[src/hdl/assert_macros.svh]
// assertion macros shared by the running-mean rail voltage rtl
// expects clk and rst_n (synchronous, active low) in the including module
`ifndef ASSERT_MACROS_SVH
`define ASSERT_MACROS_SVH

// property checked at every clock edge outside reset
`define ASSERT_CLK(name, prop, msg) \
  name: assert property (@(posedge clk) disable iff (!rst_n) prop) else $error(msg);

// condition in one cycle implies a condition in the next cycle
`define ASSERT_NXT(name, pre, post, msg) \
  name: assert property (@(posedge clk) disable iff (!rst_n) (pre) |=> (post)) else $error(msg);

`endif

[src/hdl/armrv_pkg.sv]
// shared types and constants for the running-mean rail voltage block
// no dependencies; used by armrv_ctrl, armrv_dp and the top level
`timescale 1ns / 1ps

package armrv_pkg;

  // default parameter values
  localparam int DEF_SAMPLE_COUNT        = 30;
  localparam int DEF_REF_MIN_COUNT       = 800;
  localparam int DEF_REF_MAX_COUNT       = 1900;
  localparam int DEF_BANDGAP_MIN_MV      = 1000;
  localparam int DEF_BANDGAP_MAX_MV      = 1400;
  localparam int DEF_BANDGAP_FALLBACK_MV = 1200;

  // field widths
  localparam int REF_W     = 16;
  localparam int SUP_W     = 16;
  localparam int TMP_W     = 9;
  localparam int SUM_W     = 16;
  localparam int CV_W      = 14;
  localparam int CFG_W     = 16;
  localparam int CFG_IDX_W = 1;

  localparam int IN_TDATA_W  = 48;  // 41 bits of fields, padded to bytes
  localparam int OUT_TDATA_W = 40;  // 39 bits of fields, padded to bytes
  localparam int OUT_TUSER_W = 1;

  // arithmetic constants
  localparam int TMP_MAX          = 511;
  localparam int SUPPLY_MAX_COUNT = 4095;
  localparam int VOLT_LIMIT       = 9990;
  localparam int BANDGAP_SCALE    = 40960;
  localparam int DIVISOR_RESET    = 20480;

  // internal widths
  localparam int SAMPLE_W = 12;                 // accepted ref and supply samples
  localparam int MEAN_W   = 12;                 // any rounded mean
  localparam int BG_W     = 11;                 // effective bandgap mV
  localparam int RAIL_W   = 26;                 // bandgap times scale, rail quotient
  localparam int CVN_W    = RAIL_W + MEAN_W + 1; // rail * supply mean + half divisor
  localparam int LIM_W    = CV_W + CFG_W;       // (limit + 1) * divisor
  localparam int CNT_W    = $clog2(RAIL_W + 1);

  // configuration register indexes
  localparam logic [CFG_IDX_W-1:0] CFG_BANDGAP = 1'b0;
  localparam logic [CFG_IDX_W-1:0] CFG_DIVISOR = 1'b1;

  // accumulator picked for the mean unit
  typedef enum logic [1:0] {
    MSEL_TMP = 2'd0,
    MSEL_REF = 2'd1,
    MSEL_SUP = 2'd2
  } mean_sel_t;

  typedef struct packed {
    logic      in_load;
    logic      prime;
    logic      upd_t;
    logic      upd_r;
    logic      upd_s;
    logic      mean_go;
    mean_sel_t mean_sel;
    logic      cap_ref;
    logic      cap_sup;
    logic      rail_load;
    logic      cv_load;
    logic      div_step;
    logic      prod_go;
    logic      held_sat;
    logic      held_q;
    logic      out_load;
  } dp_cmd_t;

  typedef struct packed {
    logic sample_ok;
    logic primed;
    logic div_zero;
    logic div_last;
    logic cv_sat;
    logic out_free;
  } dp_sts_t;

endpackage

[src/hdl/armrv_ctrl.sv]
// sequencing state machine for the running-mean rail voltage block
// depends on armrv_pkg and assert_macros.svh; drives armrv_dp by command struct
`timescale 1ns / 1ps
`include "assert_macros.svh"

module armrv_ctrl (
  input  logic               clk,
  input  logic               rst_n,
  input  logic               in_tvalid,
  output logic               in_tready,
  input  armrv_pkg::dp_sts_t sts,
  output armrv_pkg::dp_cmd_t cmd
);
  import armrv_pkg::*;

  typedef enum logic [15:0] {
    S_IDLE     = 16'h0001,
    S_CHECK    = 16'h0002,
    S_MOLD_T   = 16'h0004,
    S_MOLD_R   = 16'h0008,
    S_MOLD_S   = 16'h0010,
    S_UPD_S    = 16'h0020,
    S_MNEW_R   = 16'h0040,
    S_MNEW_S   = 16'h0080,
    S_RAIL_LD  = 16'h0100,
    S_RAIL_RUN = 16'h0200,
    S_PROD     = 16'h0400,
    S_SATCHK   = 16'h0800,
    S_CV_RUN   = 16'h1000,
    S_HOLD     = 16'h2000,
    S_TMEAN    = 16'h4000,
    S_DONE     = 16'h8000
  } state_t;

  state_t state_r, state_nxt;

  assign in_tready = (state_r == S_IDLE);

  always_comb begin
    state_nxt    = state_r;
    cmd          = '0;
    cmd.mean_sel = MSEL_TMP;
    case (state_r)
      S_IDLE: begin
        cmd.in_load = in_tvalid;
        if (in_tvalid) begin
          state_nxt = S_CHECK;
        end
      end
      S_CHECK: begin
        if (!sts.sample_ok) begin
          state_nxt = S_TMEAN;
        end else if (!sts.primed) begin
          cmd.prime = 1'b1;
          state_nxt = S_MNEW_R;
        end else begin
          state_nxt = S_MOLD_T;
        end
      end
      // means of the old accumulators, each folded in the state after its mean
      S_MOLD_T: begin
        cmd.mean_go  = 1'b1;
        cmd.mean_sel = MSEL_TMP;
        state_nxt    = S_MOLD_R;
      end
      S_MOLD_R: begin
        cmd.mean_go  = 1'b1;
        cmd.mean_sel = MSEL_REF;
        cmd.upd_t    = 1'b1;
        state_nxt    = S_MOLD_S;
      end
      S_MOLD_S: begin
        cmd.mean_go  = 1'b1;
        cmd.mean_sel = MSEL_SUP;
        cmd.upd_r    = 1'b1;
        state_nxt    = S_UPD_S;
      end
      S_UPD_S: begin
        cmd.upd_s = 1'b1;
        state_nxt = S_MNEW_R;
      end
      // means of the updated accumulators for the voltage
      S_MNEW_R: begin
        cmd.mean_go  = 1'b1;
        cmd.mean_sel = MSEL_REF;
        state_nxt    = S_MNEW_S;
      end
      S_MNEW_S: begin
        cmd.mean_go  = 1'b1;
        cmd.mean_sel = MSEL_SUP;
        cmd.cap_ref  = 1'b1;
        state_nxt    = S_RAIL_LD;
      end
      S_RAIL_LD: begin
        cmd.cap_sup = 1'b1;
        if (sts.div_zero) begin
          cmd.held_sat = 1'b1;
          state_nxt    = S_TMEAN;
        end else begin
          cmd.rail_load = 1'b1;
          state_nxt     = S_RAIL_RUN;
        end
      end
      S_RAIL_RUN: begin
        cmd.div_step = 1'b1;
        if (sts.div_last) begin
          state_nxt = S_PROD;
        end
      end
      S_PROD: begin
        cmd.prod_go = 1'b1;
        state_nxt   = S_SATCHK;
      end
      S_SATCHK: begin
        if (sts.cv_sat) begin
          cmd.held_sat = 1'b1;
          state_nxt    = S_TMEAN;
        end else begin
          cmd.cv_load = 1'b1;
          state_nxt   = S_CV_RUN;
        end
      end
      S_CV_RUN: begin
        cmd.div_step = 1'b1;
        if (sts.div_last) begin
          state_nxt = S_HOLD;
        end
      end
      S_HOLD: begin
        cmd.held_q = 1'b1;
        state_nxt  = S_TMEAN;
      end
      S_TMEAN: begin
        cmd.mean_go  = 1'b1;
        cmd.mean_sel = MSEL_TMP;
        state_nxt    = S_DONE;
      end
      S_DONE: begin
        if (sts.out_free) begin
          cmd.out_load = 1'b1;
          state_nxt    = S_IDLE;
        end
      end
      default: begin
        state_nxt = S_IDLE;
      end
    endcase
  end

  always_ff @(posedge clk) begin
    if (!rst_n) begin
      state_r <= S_IDLE;
    end else begin
      state_r <= state_nxt;
    end
  end

  `ASSERT_NXT(a_accept_starts, in_tvalid && in_tready, state_r == S_CHECK, "transfer did not start check")
  `ASSERT_NXT(a_rail_to_prod, state_r == S_RAIL_RUN && sts.div_last, state_r == S_PROD, "rail divide did not end")
  `ASSERT_CLK(a_no_div_while_idle, (state_r == S_IDLE) |-> !cmd.div_step && !cmd.out_load, "datapath busy while idle")

endmodule

[src/hdl/armrv_dp.sv]
// datapath: input and config registers, accumulators, mean unit, shared divider
// depends on armrv_pkg and assert_macros.svh; controlled by armrv_ctrl
`timescale 1ns / 1ps
`include "assert_macros.svh"

module armrv_dp #(
  parameter int SAMPLE_COUNT        = armrv_pkg::DEF_SAMPLE_COUNT,
  parameter int REF_MIN_COUNT       = armrv_pkg::DEF_REF_MIN_COUNT,
  parameter int REF_MAX_COUNT       = armrv_pkg::DEF_REF_MAX_COUNT,
  parameter int BANDGAP_MIN_MV      = armrv_pkg::DEF_BANDGAP_MIN_MV,
  parameter int BANDGAP_MAX_MV      = armrv_pkg::DEF_BANDGAP_MAX_MV,
  parameter int BANDGAP_FALLBACK_MV = armrv_pkg::DEF_BANDGAP_FALLBACK_MV
) (
  input  logic                                clk,
  input  logic                                rst_n,
  input  armrv_pkg::dp_cmd_t                  cmd,
  output armrv_pkg::dp_sts_t                  sts,
  input  logic [armrv_pkg::IN_TDATA_W-1:0]    in_tdata,
  input  logic                                cfg_wr,
  input  logic [armrv_pkg::CFG_IDX_W-1:0]     cfg_index,
  input  logic [armrv_pkg::CFG_W-1:0]         cfg_data,
  input  logic                                out_tready,
  output logic                                out_tvalid,
  output logic [armrv_pkg::OUT_TDATA_W-1:0]   out_tdata,
  output logic [armrv_pkg::OUT_TUSER_W-1:0]   out_tuser
);
  import armrv_pkg::*;

  localparam int TACC_W = $clog2(TMP_MAX * SAMPLE_COUNT + 1);
  localparam int SACC_W = $clog2(SUPPLY_MAX_COUNT * SAMPLE_COUNT + 1);
  localparam int MX_W   = $clog2(SUPPLY_MAX_COUNT * SAMPLE_COUNT + SAMPLE_COUNT / 2 + 1);
  localparam int MSH    = MX_W + $clog2(SAMPLE_COUNT);
  localparam int MP_W   = 2 * MX_W + 1;
  // reciprocal rounded up: exact floor division for every mean input
  localparam longint unsigned MUL_L =
    ((64'd1 << MSH) + 64'(SAMPLE_COUNT) - 64'd1) / 64'(SAMPLE_COUNT);
  localparam logic [MX_W:0]   MEAN_MUL  = (MX_W + 1)'(MUL_L);
  localparam logic [MX_W-1:0] MEAN_HALF = MX_W'(SAMPLE_COUNT / 2);

  // input item
  logic [REF_W-1:0] rc_r;
  logic [SUP_W-1:0] sc_r;
  logic [TMP_W-1:0] tc_r;
  logic             sample_ok;

  // configuration
  logic [CFG_W-1:0] bg_r, bg_nxt;
  logic [CFG_W-1:0] div_r, div_nxt;

  // accumulators
  logic [TACC_W-1:0] tacc_r, tacc_nxt;
  logic [SACC_W-1:0] racc_r, racc_nxt;
  logic [SACC_W-1:0] sacc_r, sacc_nxt;
  logic              primed_r, primed_nxt;

  // mean unit
  logic [MX_W-1:0]   mean_acc;
  logic [MX_W-1:0]   mean_x;
  logic [MP_W-1:0]   mean_prod;
  logic [MEAN_W-1:0] mean_r;
  logic [MEAN_W-1:0] ref_mean_r;
  logic [MEAN_W-1:0] sup_mean_r;

  // voltage path
  logic [BG_W-1:0]   bg_eff;
  logic [RAIL_W-1:0] rail_num;
  logic [CVN_W-1:0]  rem_r;
  logic [CVN_W-1:0]  dsh_r;
  logic [RAIL_W-1:0] q_r;
  logic [CNT_W-1:0]  cnt_r, cnt_nxt;
  logic              rem_ge;
  logic [CVN_W-2:0]  cv_prod;
  logic [CVN_W-1:0]  cvn_r;
  logic [LIM_W-1:0]  lim_r;
  logic [CV_W-1:0]   held_r, held_nxt;

  // output register
  logic              out_valid_r, out_valid_nxt;
  logic              out_acc_r;
  logic [TMP_W-1:0]  out_tmean_r;
  logic [SUM_W-1:0]  out_tsum_r;
  logic [CV_W-1:0]   out_volt_r;

  // sample window check
  assign sample_ok = !(rc_r < REF_W'(REF_MIN_COUNT) || rc_r > REF_W'(REF_MAX_COUNT) ||
                       sc_r > SUP_W'(SUPPLY_MAX_COUNT));

  // rounded mean: (acc + n/2) / n by reciprocal multiply
  always_comb begin
    case (cmd.mean_sel)
      MSEL_TMP: mean_acc = MX_W'(tacc_r);
      MSEL_REF: mean_acc = MX_W'(racc_r);
      MSEL_SUP: mean_acc = MX_W'(sacc_r);
      default:  mean_acc = '0;
    endcase
  end
  assign mean_x    = mean_acc + MEAN_HALF;
  assign mean_prod = MP_W'(mean_x) * MP_W'(MEAN_MUL);

  // accumulator updates
  always_comb begin
    tacc_nxt   = tacc_r;
    racc_nxt   = racc_r;
    sacc_nxt   = sacc_r;
    primed_nxt = primed_r;
    if (cmd.prime) begin
      tacc_nxt   = TACC_W'(TACC_W'(tc_r) * TACC_W'(SAMPLE_COUNT));
      racc_nxt   = SACC_W'(SACC_W'(rc_r[SAMPLE_W-1:0]) * SACC_W'(SAMPLE_COUNT));
      sacc_nxt   = SACC_W'(SACC_W'(sc_r[SAMPLE_W-1:0]) * SACC_W'(SAMPLE_COUNT));
      primed_nxt = 1'b1;
    end
    if (cmd.upd_t) begin
      tacc_nxt = tacc_r - TACC_W'(mean_r) + TACC_W'(tc_r);
    end
    if (cmd.upd_r) begin
      racc_nxt = racc_r - SACC_W'(mean_r) + SACC_W'(rc_r[SAMPLE_W-1:0]);
    end
    if (cmd.upd_s) begin
      sacc_nxt = sacc_r - SACC_W'(mean_r) + SACC_W'(sc_r[SAMPLE_W-1:0]);
    end
  end

  // configuration writes
  always_comb begin
    bg_nxt  = bg_r;
    div_nxt = div_r;
    if (cfg_wr) begin
      case (cfg_index)
        CFG_BANDGAP: bg_nxt  = cfg_data;
        CFG_DIVISOR: div_nxt = cfg_data;
        default: begin
        end
      endcase
    end
  end

  // bandgap scale numerator
  always_comb begin
    if (bg_r < CFG_W'(BANDGAP_MIN_MV) || bg_r > CFG_W'(BANDGAP_MAX_MV)) begin
      bg_eff = BG_W'(BANDGAP_FALLBACK_MV);
    end else begin
      bg_eff = bg_r[BG_W-1:0];
    end
  end
  assign rail_num = RAIL_W'(RAIL_W'(bg_eff) * RAIL_W'(BANDGAP_SCALE))
                  + RAIL_W'(ref_mean_r >> 1);

  assign rem_ge  = (rem_r >= dsh_r);
  assign cv_prod = (CVN_W - 1)'((CVN_W - 1)'(q_r) * (CVN_W - 1)'(sup_mean_r));

  always_comb begin
    cnt_nxt = cnt_r;
    if (cmd.rail_load) begin
      cnt_nxt = CNT_W'(RAIL_W);
    end else if (cmd.cv_load) begin
      cnt_nxt = CNT_W'(CV_W);
    end else if (cmd.div_step) begin
      cnt_nxt = cnt_r - CNT_W'(1);
    end
  end

  always_comb begin
    held_nxt = held_r;
    if (cmd.held_sat) begin
      held_nxt = CV_W'(VOLT_LIMIT);
    end else if (cmd.held_q) begin
      held_nxt = q_r[CV_W-1:0];
    end
  end

  always_comb begin
    out_valid_nxt = out_valid_r;
    if (cmd.out_load) begin
      out_valid_nxt = 1'b1;
    end else if (out_tready) begin
      out_valid_nxt = 1'b0;
    end
  end

  // control and architectural state
  always_ff @(posedge clk) begin
    if (!rst_n) begin
      bg_r        <= '0;
      div_r       <= CFG_W'(DIVISOR_RESET);
      tacc_r      <= '0;
      racc_r      <= '0;
      sacc_r      <= '0;
      primed_r    <= 1'b0;
      held_r      <= '0;
      cnt_r       <= '0;
      out_valid_r <= 1'b0;
    end else begin
      bg_r        <= bg_nxt;
      div_r       <= div_nxt;
      tacc_r      <= tacc_nxt;
      racc_r      <= racc_nxt;
      sacc_r      <= sacc_nxt;
      primed_r    <= primed_nxt;
      held_r      <= held_nxt;
      cnt_r       <= cnt_nxt;
      out_valid_r <= out_valid_nxt;
    end
  end

  // payload registers
  always_ff @(posedge clk) begin
    if (cmd.in_load) begin
      rc_r <= in_tdata[REF_W-1:0];
      sc_r <= in_tdata[REF_W+SUP_W-1:REF_W];
      tc_r <= in_tdata[REF_W+SUP_W+TMP_W-1:REF_W+SUP_W];
    end
    if (cmd.mean_go) begin
      mean_r <= MEAN_W'(mean_prod >> MSH);
    end
    if (cmd.cap_ref) begin
      ref_mean_r <= mean_r;
    end
    if (cmd.cap_sup) begin
      sup_mean_r <= mean_r;
    end
    if (cmd.rail_load) begin
      rem_r <= CVN_W'(rail_num);
      dsh_r <= CVN_W'(ref_mean_r) << (RAIL_W - 1);
      q_r   <= '0;
    end else if (cmd.cv_load) begin
      rem_r <= cvn_r;
      dsh_r <= CVN_W'(div_r) << (CV_W - 1);
      q_r   <= '0;
    end else if (cmd.div_step) begin
      if (rem_ge) begin
        rem_r <= rem_r - dsh_r;
      end
      dsh_r <= dsh_r >> 1;
      q_r   <= {q_r[RAIL_W-2:0], rem_ge};
    end
    if (cmd.prod_go) begin
      cvn_r <= CVN_W'(cv_prod) + CVN_W'(div_r >> 1);
      lim_r <= LIM_W'(div_r) * LIM_W'(VOLT_LIMIT + 1);
    end
    if (cmd.out_load) begin
      out_acc_r   <= sample_ok;
      out_tmean_r <= mean_r[TMP_W-1:0];
      out_tsum_r  <= SUM_W'(tacc_r);
      out_volt_r  <= held_r;
    end
  end

  assign sts.sample_ok = sample_ok;
  assign sts.primed    = primed_r;
  assign sts.div_zero  = (ref_mean_r == '0) || (div_r == '0);
  assign sts.div_last  = (cnt_r == CNT_W'(1));
  assign sts.cv_sat    = (cvn_r >= CVN_W'(lim_r));
  assign sts.out_free  = !out_valid_r || out_tready;

  assign out_tvalid = out_valid_r;
  assign out_tdata  = {1'b0, out_volt_r, out_tsum_r, out_tmean_r};
  assign out_tuser  = out_acc_r;

  `ASSERT_CLK(a_fold_after_prime, (cmd.upd_t || cmd.upd_r || cmd.upd_s) |-> (primed_r && sample_ok), "fold on rejected or unprimed item")
  `ASSERT_CLK(a_prime_once, cmd.prime |-> (!primed_r && sample_ok), "prime repeated or on rejected item")
  `ASSERT_CLK(a_held_range, held_r <= CV_W'(VOLT_LIMIT), "held voltage above limit")
  `ASSERT_CLK(a_good_result_primed, (out_valid_r && out_acc_r) |-> primed_r, "accepted result before priming")

endmodule

[src/hdl/adc_running_mean_rail_voltage_top.sv]
// top level of the running-mean rail voltage block
// depends on armrv_pkg, armrv_ctrl and armrv_dp
`timescale 1ns / 1ps

// usage:
//   in_* stream: one transfer per set of readings (reference count, supply
//   count, temperature in degrees). out_* stream: exactly one result per input
//   transfer, in order. cfg_* port: register writes, always ready; write only
//   while no item is in flight (bandgap mV at index 0, supply divisor at index 1).
// item flow:
//   a rejected item (out-of-window reading) goes from the check straight to the
//   temperature mean and the output register; an accepted item folds its
//   readings into the accumulators (the priming item loads them), takes the
//   reference and supply means, then runs the shared shift-subtract divider:
//   26 steps for the rail quotient and 14 for the centivolt quotient, cut short
//   when the voltage saturates. one item is in flight at a time.
// reset:
//   synchronous, active low; clears the accumulators, the primed flag and the
//   held voltage, sets bandgap to 0 (fallback applies) and divisor to 20480.
// stalls:
//   a finished result waits in the output register while the next item is
//   already accepted and worked on; the controller holds only if a second
//   result is ready before the first one has been taken.

module adc_running_mean_rail_voltage_top #(
  parameter int SAMPLE_COUNT        = armrv_pkg::DEF_SAMPLE_COUNT,
  parameter int REF_MIN_COUNT       = armrv_pkg::DEF_REF_MIN_COUNT,
  parameter int REF_MAX_COUNT       = armrv_pkg::DEF_REF_MAX_COUNT,
  parameter int BANDGAP_MIN_MV      = armrv_pkg::DEF_BANDGAP_MIN_MV,
  parameter int BANDGAP_MAX_MV      = armrv_pkg::DEF_BANDGAP_MAX_MV,
  parameter int BANDGAP_FALLBACK_MV = armrv_pkg::DEF_BANDGAP_FALLBACK_MV
) (
  input  logic                              clk,
  input  logic                              rst_n,
  // input stream
  input  logic                              in_tvalid,
  output logic                              in_tready,
  // [15:0] reference_count, [31:16] supply_count,
  // [40:32] temperature_degrees, [47:41] zero
  input  logic [armrv_pkg::IN_TDATA_W-1:0]  in_tdata,
  // result stream
  output logic                              out_tvalid,
  input  logic                              out_tready,
  // [8:0] temperature_mean, [24:9] temperature_sum_low,
  // [38:25] supply_cv, [39] zero
  output logic [armrv_pkg::OUT_TDATA_W-1:0] out_tdata,
  // [0] accepted
  output logic [armrv_pkg::OUT_TUSER_W-1:0] out_tuser,
  // configuration write channel
  input  logic                              cfg_valid,
  output logic                              cfg_ready,
  input  logic [armrv_pkg::CFG_IDX_W-1:0]   cfg_index,
  input  logic [armrv_pkg::CFG_W-1:0]       cfg_data
);
  import armrv_pkg::*;

  dp_cmd_t cmd;
  dp_sts_t sts;

  // registers take a write in any cycle
  assign cfg_ready = 1'b1;

  // state machine: accepts a transfer, then walks fold, mean and divide steps
  armrv_ctrl u_ctrl (
    .clk       (clk),
    .rst_n     (rst_n),
    .in_tvalid (in_tvalid),
    .in_tready (in_tready),
    .sts       (sts),
    .cmd       (cmd)
  );

  // datapath: accumulators, reciprocal mean unit, divider, output register
  armrv_dp #(
    .SAMPLE_COUNT        (SAMPLE_COUNT),
    .REF_MIN_COUNT       (REF_MIN_COUNT),
    .REF_MAX_COUNT       (REF_MAX_COUNT),
    .BANDGAP_MIN_MV      (BANDGAP_MIN_MV),
    .BANDGAP_MAX_MV      (BANDGAP_MAX_MV),
    .BANDGAP_FALLBACK_MV (BANDGAP_FALLBACK_MV)
  ) u_dp (
    .clk        (clk),
    .rst_n      (rst_n),
    .cmd        (cmd),
    .sts        (sts),
    .in_tdata   (in_tdata),
    .cfg_wr     (cfg_valid && cfg_ready),
    .cfg_index  (cfg_index),
    .cfg_data   (cfg_data),
    .out_tready (out_tready),
    .out_tvalid (out_tvalid),
    .out_tdata  (out_tdata),
    .out_tuser  (out_tuser)
  );

endmodule
[config.mk]
export PLATFORM = sky130hd
export DESIGN_NAME = adc_running_mean_rail_voltage_top
export DESIGN_NICKNAME = d
export VERILOG_FILES = /design/src/hdl/armrv_pkg.sv /design/src/hdl/armrv_ctrl.sv /design/src/hdl/armrv_dp.sv /design/src/hdl/adc_running_mean_rail_voltage_top.sv
export VERILOG_INCLUDE_DIRS = /design/src /design/src/hdl
export SDC_FILE = /design/constraint.sdc
export NUM_CORES = 2
export LEC_CHECK = 0
export BUFFER_PORTS_ARGS = -buffer_cell sky130_fd_sc_hd__buf_4
export CAP_MARGIN = 20
export CORE_UTILIZATION = 30
export CTS_CLUSTER_SIZE = 16
export DETAILED_ROUTE_END_ITERATION = 8
export GPL_ROUTABILITY_DRIVEN = 0
export GPL_TIMING_DRIVEN = 1
export SYNTH_ARGS = -nofsm -noshare
export SYNTH_HDL_FRONTEND = slang
export SYNTH_HIERARCHICAL = 1
export SYNTH_SLANG_ARGS = --single-unit
[constraint.sdc]
create_clock -name clk -period 7.9 [get_ports clk]
set_input_delay 1.58 -clock clk [delete_from_list [all_inputs] [get_ports clk]]
set_output_delay 1.58 -clock clk [all_outputs]
set_load 0.01 [all_outputs]
Yosys cells after proc, flatten, opt, wreduce, memory -nomap -nowiden

Cells that the tools add are included.

$add $sub $neg: 11
$mul: 7
$lt $le $gt $ge: 7
Eq/ne operators: 23
Mux-type cells: 52
Bitwise operators: 2
Reduce and logical (&&, ||, !) cells: 32

Operators by type and width:

| operator                                                                           | count |
|---|---|
| 16-bit one-hot mux with 16 select lines                                            | 1 |
| 39-bit 2-to-1 mux                                                                  | 3 |
| 37-bit 2-to-1 mux                                                                  | 3 |
| 17-bit 2-to-1 mux                                                                  | 4 |
| 16-bit 2-to-1 mux                                                                  | 4 |
| 14-bit 2-to-1 mux                                                                  | 4 |
| 17-bit one-hot mux with 3 select lines                                             | 1 |
| 15-bit 2-to-1 mux                                                                  | 3 |
| 38-bit by 15-bit adder with 39-bit output                                          | 1 |
| 39-bit by 30-bit greater-or-equal comparator with 1-bit output                     | 1 |
| 39-bit by 37-bit greater-or-equal comparator with 1-bit output                     | 1 |
| 39-bit by 37-bit subtractor with 39-bit output                                     | 1 |
| 26-bit by 12-bit multiplier with 38-bit output                                     | 1 |
| 17-bit by 12-bit adder with 17-bit output                                          | 2 |
| 17-bit by 18-bit multiplier with 34-bit output (second input constant)             | 1 |
| 17-bit by 12-bit subtractor with 17-bit output                                     | 2 |
| 16-bit by 11-bit greater-than comparator with 1-bit output (second input constant) | 2 |
| 16-bit by 10-bit < comparator with 1-bit output (second input constant)            | 2 |
| 12-bit by 4-bit multiplier with 16-bit output (second input constant)              | 2 |
| 16-bit by 14-bit multiplier with 30-bit output (second input constant)             | 1 |
| 26-bit by 11-bit adder with 26-bit output                                          | 1 |
| 26-bit 2-to-1 mux                                                                  | 1 |
| 1-bit 2-to-1 mux                                                                   | 20 |
| 17-bit by 4-bit adder with 17-bit output (second input constant)                   | 1 |
| other kinds (44)                                                                   | 71 |

Bits in registers: 403
Input port bits: 70
Output and inout port bits: 44
Logic and storage cells: 165

Logic depth before layout (Yosys ltp)

Depth in word-level cells: 7
Depth in mapped cells: 34
Depth with buffers taken out: 31

Modules after synthesis

The synthesis kept the hierarchy.

Modules (own cells, without submodules):

| module                            | instances | cells each | area each (um2) |
|---|---|---|---|
| armrv_dp                          | 1         | 4343       | 41379.7 |
| armrv_ctrl                        | 1         | 124        | 1048.5 |
| adc_running_mean_rail_voltage_top | 1         | 2          | 11.3 |

Least setup slack after synthesis

Ideal clock, no wire load.

Path kind: register to register
Start point: register u_ctrl.state_r[9]
End point: register u_dp.mean_r[10], data pin
Arrival: 7426 ps
Data required time: 7636 ps
Setup slack: 210 ps
Stages on the path, launching flop included: 30
Path through: dfxtp_1 nor4_4 nand3_1 nor4_2 buf_4 mux2i_1 a2bb2oi_1 a41oi_2 nand3_1 nor4b_4 and3_1 nor2_1 ha_1 inv_1 fa_1 fa_1 inv_1 fa_1 inv_1 fa_1 inv_1 ha_1 nand3_1 a2111o_1 a31oi_1 o21a_1 o211ai_1 a21boi_0 a31oi_1 a21boi_0

RTL lines:

| what                   | line              | RTL |
|---|---|---|
| from (decl)            | armrv_ctrl.sv:35  | `state_t state_r, state_nxt;` |
| from (signal assigned) | armrv_ctrl.sv:154 | `state_r <= state_nxt;` |
| to (signal assigned)   | armrv_dp.sv:213   | `mean_r <= MEAN_W'(mean_prod >> MSH);` |
| to (decl)              | armrv_dp.sv:60    | `logic [MEAN_W-1:0] mean_r;` |

==> run_results.csv <==
group,metric,value,unit
global_route,groute.usage.overall,0.164,
place,port_buffers,102,
floorplan,core_region_area,140000,sq um
finish,drive_above_1_share,0.0967,
synthesis,synthSimpleGateAreaFrac,0.128,
critical_path,critical_path.endpoint_type,"flop",
job,maxCapViolations,0,
synthesis,asyncSetResetFlopFracSynth,0,
synthesis,ys_seq_elements,403,
critical_path,critPathKind,"flop to flop",
power,cellPowerDensity,143,nW/um^2
timing,worst-slew-pin-transition,1.01,ns
critical_path,path_buf_inv,7,
timing,post-route-period-util,0.968,
timing,final-hold-violation-count,0,
clocking,cts.clk_slew.worst_paths,0.07,ns
finish,area_growth_syn_to_layout,13.3,%
critical_path,reg2reg_slack,0.25,ns
critical_path,worstPathRequired,8.28,ns
timing,clock.fmax,0.131,GHz
clocking,worstSkewPairLatency,0.65,ns
global_route,use_met2,0.284,
routing,via_per_instance_ratio,4.90,
synthesis,synth.lib_cells_used.distinct,93,
clocking,h_tree_levels,2,
floorplan,design.portCount,114,
global_route,global_route.usage.met1,0.212,
synthesis,synth-compound-area-share,0.124,
power,proportion_of_power_drawn_by_flip_flops_and_latches,0.341,
critical_path,critical_path.max_stage_delay,0.56,ns
timing,finalCriticalPeriod,7.65,ns
power,cell_internal_pwr,4.66,mW
floorplan,total_die_area,143000,sq um
floorplan,starting_density,0.303,
place,hpwl,92600,microns
min_path,hold_path_class,"flop to flop",
critical_path,worst-endpoint-arrival,8.03,ns
timing,slew_headroom,0.326,
global_route,grt.met3_usage,0.0204,
critical_path,cp_slowest_cell,"sky130_fd_sc_hd__fa_2",
synthesis,synth.largest_area_cell,"sky130_fd_sc_hd__fa_1",
timing,totalNegativeSetupSlack,0,ns
global_route,grt_max_usage_layer,"met2",
power,total_power,6.88,mW
power,comb_power_share,0.297,
synthesis,synthesis.yosys.warnings,6,
power,cellLeakagePower,21.7,nW
synthesis,synth_fa_ha_area_frac,0.366,
clocking,clock_tree_from_tritoncts,"done",
finish,final_util,0.344,
critical_path,worstPathMaxFanout,7,
clocking,cts_buf_count,51,
routing,post-route-drc-count,0,
synthesis,multiplexer_area_fraction_after_synthesis,0.0217,
min_path,holdCritStartpoint,"u_dp/held_r[1]",
finish,nets,5647,
critical_path,r2r-end,"u_dp/mean_r[9]",
floorplan,die_y,378,microns
synthesis,postSynthCellCount,4469,
synthesis,synth.area.top_cells,"sky130_fd_sc_hd__fa_1 21%, sky130_fd_sc_hd__ha_1 16%, sky130_fd_sc_hd__edfxtp_1 16%, sky130_fd_sc_hd__dfxtp_1 8.5%, sky130_fd_sc_hd__inv_1 6.3%",
critical_path,timing.critical_path.max_delay_family,"adder cells",
critical_path,startpoint_type,"flop",
synthesis,synth_top_area_share,0.207,
synthesis,synth_seq_area_share,0.242,
global_route,grt_antenna_before_repair,8,
global_route,grt_first_pass_wirelength,183000,microns
timing,final-setup-viol-count,0,
timing,drv_slew,0,
floorplan,std_cell_rows,137,
timing,rsz_0062_raised_after_global_routing,"true",
min_path,whs_endpoint,"u_dp/out_volt_r[1]",
place,numPlacedInstances,6409,
finish,fin_cells,6518,
critical_path,worst_r2r_path_depth,34,
critical_path,worstReg2RegStart,"u_ctrl/state_r[15]",
synthesis,yosys.area_share.xor_xnor,0.0384,
critical_path,timing.critical_path.mode_cell,"sky130_fd_sc_hd__buf_4",
power,switchingPower,2.22,mW
status,result_of_the_run,"completed",
synthesis,largest_family_of_logic_cells_by_synthesized_area,"adder cells",
floorplan,floorplan.die.width,378,microns
clocking,clk_root_buffer_cell,"sky130_fd_sc_hd__clkbuf_16",
global_route,via_count_of_the_first_global_routing_pass,32500,
clocking,cts_hold_repair.buffers,0,
routing,drt_pass1_iterations,5,
routing,routed-via-count,31900,
synthesis,post_synth.cell_area_avg,9.50,sq um
synthesis,dominant_cell_by_count_in_the_synthesized_netlist,"sky130_fd_sc_hd__inv_1",
routing,drt-initial-drc-count,2108,
routing,detail_route.wl_per_cell,18.0,microns
synthesis,synth_enable_flop_cells,222,
routing,route.final.wire_length,117000,microns
global_route,grt_overflow,0,
power,swShare,0.322,
timing,fin_worst_skew,0.0380,ns
global_route,maximum_number_of_pins_on_one_net_before_global_route_repair,75,
synthesis,post_synth_instance_area,42400,sq um
routing,antenna_violating_nets_post_route,0,
min_path,worst_hold_path.num_cells,0,
clocking,cts-root-to-sink-buffers,3,
power,irDropWorstVdd,0.000166,V
synthesis,netlist_top_cells_count,"710 x sky130_fd_sc_hd__inv_1, 539 x sky130_fd_sc_hd__ha_1, 459 x sky130_fd_sc_hd__nand2_1, 439 x sky130_fd_sc_hd__fa_1, 257 x sky130_fd_sc_hd__a21oi_1",
synthesis,synth_ff_type,"sky130_fd_sc_hd__edfxtp_1",
power,power.share.clock,0.361,
clocking,cts_sinks,403,
layout make-up:
class | count | area, sq um
Inverter | 713 | 2680
Clock buffer | 73 | 1540
Clock inverter | 22 | 245
Sequential cell | 403 | 10300
Multi-Input combinational cell | 3187 | 29100
Tap cell | 1876 | 2350
Fill cell | 14400 | 91800
Antenna cell | 1 | 2.50
Timing Repair Buffer | 243 | 1870
cell families (layout without fill, tap and decap cells):
family                   after synthesis  after routing
XOR/XNOR                             185            185
multiplexers                          90             90
buffers and inverters                881           1051
flip-flops                           403            403
other                                  2              5
AO/OA/AOI/OAI                        796            796
adder cells (fa/ha/maj)              978            978
AND/OR/NAND/NOR                     1134           1134
state kept, by name (all words and copies together) (netlist names), 16 cells and up:
name	count
u_ctrl/state_r	16
u_dp/bg_r	16
u_dp/cvn_r	39
u_dp/div_r	16
u_dp/dsh_r	37
u_dp/lim_r	30
u_dp/q_r	26
u_dp/racc_r	17
u_dp/rc_r	16
u_dp/rem_r	39
u_dp/sacc_r	17
u_dp/sc_r	16
timing repair:
item	in CTS	in global routing
setup endpoints to repair	7	10
pin swaps	14	31
resized for setup	16	46
setup buffers	5	8
power groups by stage:
stage	Sequential, mW	Combinational (mW)	Clock, mW
after global placement	2.40	2.00	0
after floorplan	2.37	1.58	0
final	2.35	2.05	2.49
after detailed placement	2.40	2.04	0
after CTS	2.35	2.05	2.55
after global routing	2.36	2.32	2.62
placed cells by master (no fill, tap or decap), drive strengths merged, types with 15 or more instances in the layout:
cell type,instances
a211oi,77
a21o,95
a21oi,259
a221oi,17
a31oi,23
and2,110
and3,27
buf,243
clkbuf,73
clkinv,15
dfxtp,181
edfxtp,222
fa,439
ha,539
inv,713
mux2,16
mux2i,74
nand2,459
nand2b,25
nand3,50
nand4,37
nor2,218
nor2b,37
nor3,72
nor4,22
o211a,15
o21a,29
o21ai,118
o21bai,25
or3,22
xnor2,114
xor2,71
layer usage:
metal	part of all wire	routed length, microns
met1	0.43	51000
met2	0.48	56800
met3	0.049	5790
met4	0.032	3750
met5	0.00022	26
per-stage QoR:
stage,cell area [sq um],setup slack (ns),hold slack [ns]
floorplan,42400,0.210,0.408
global placement,45900,-0.0927,0.412
detailed placement,45900,-0.221,0.418
CTS,47800,0.0260,0.432
global route,48100,-0.0782,0.443
finish,48100,0.253,0.438
worst max-delay path by stage:
stage,from,end,cells past startpoint
after floorplan,u_ctrl/state_r[9],u_dp/mean_r[10],29
after detailed placement,u_ctrl/state_r[0],u_dp/mean_r[10],31
after global placement,u_ctrl/state_r[0],u_dp/mean_r[10],35
after CTS,u_ctrl/state_r[14],u_dp/mean_r[10],32
final,u_ctrl/state_r[15],u_dp/mean_r[9],34
after global routing,u_ctrl/state_r[15],u_dp/mean_r[9],33
Note: power is estimated with default switching activity, not from simulation.
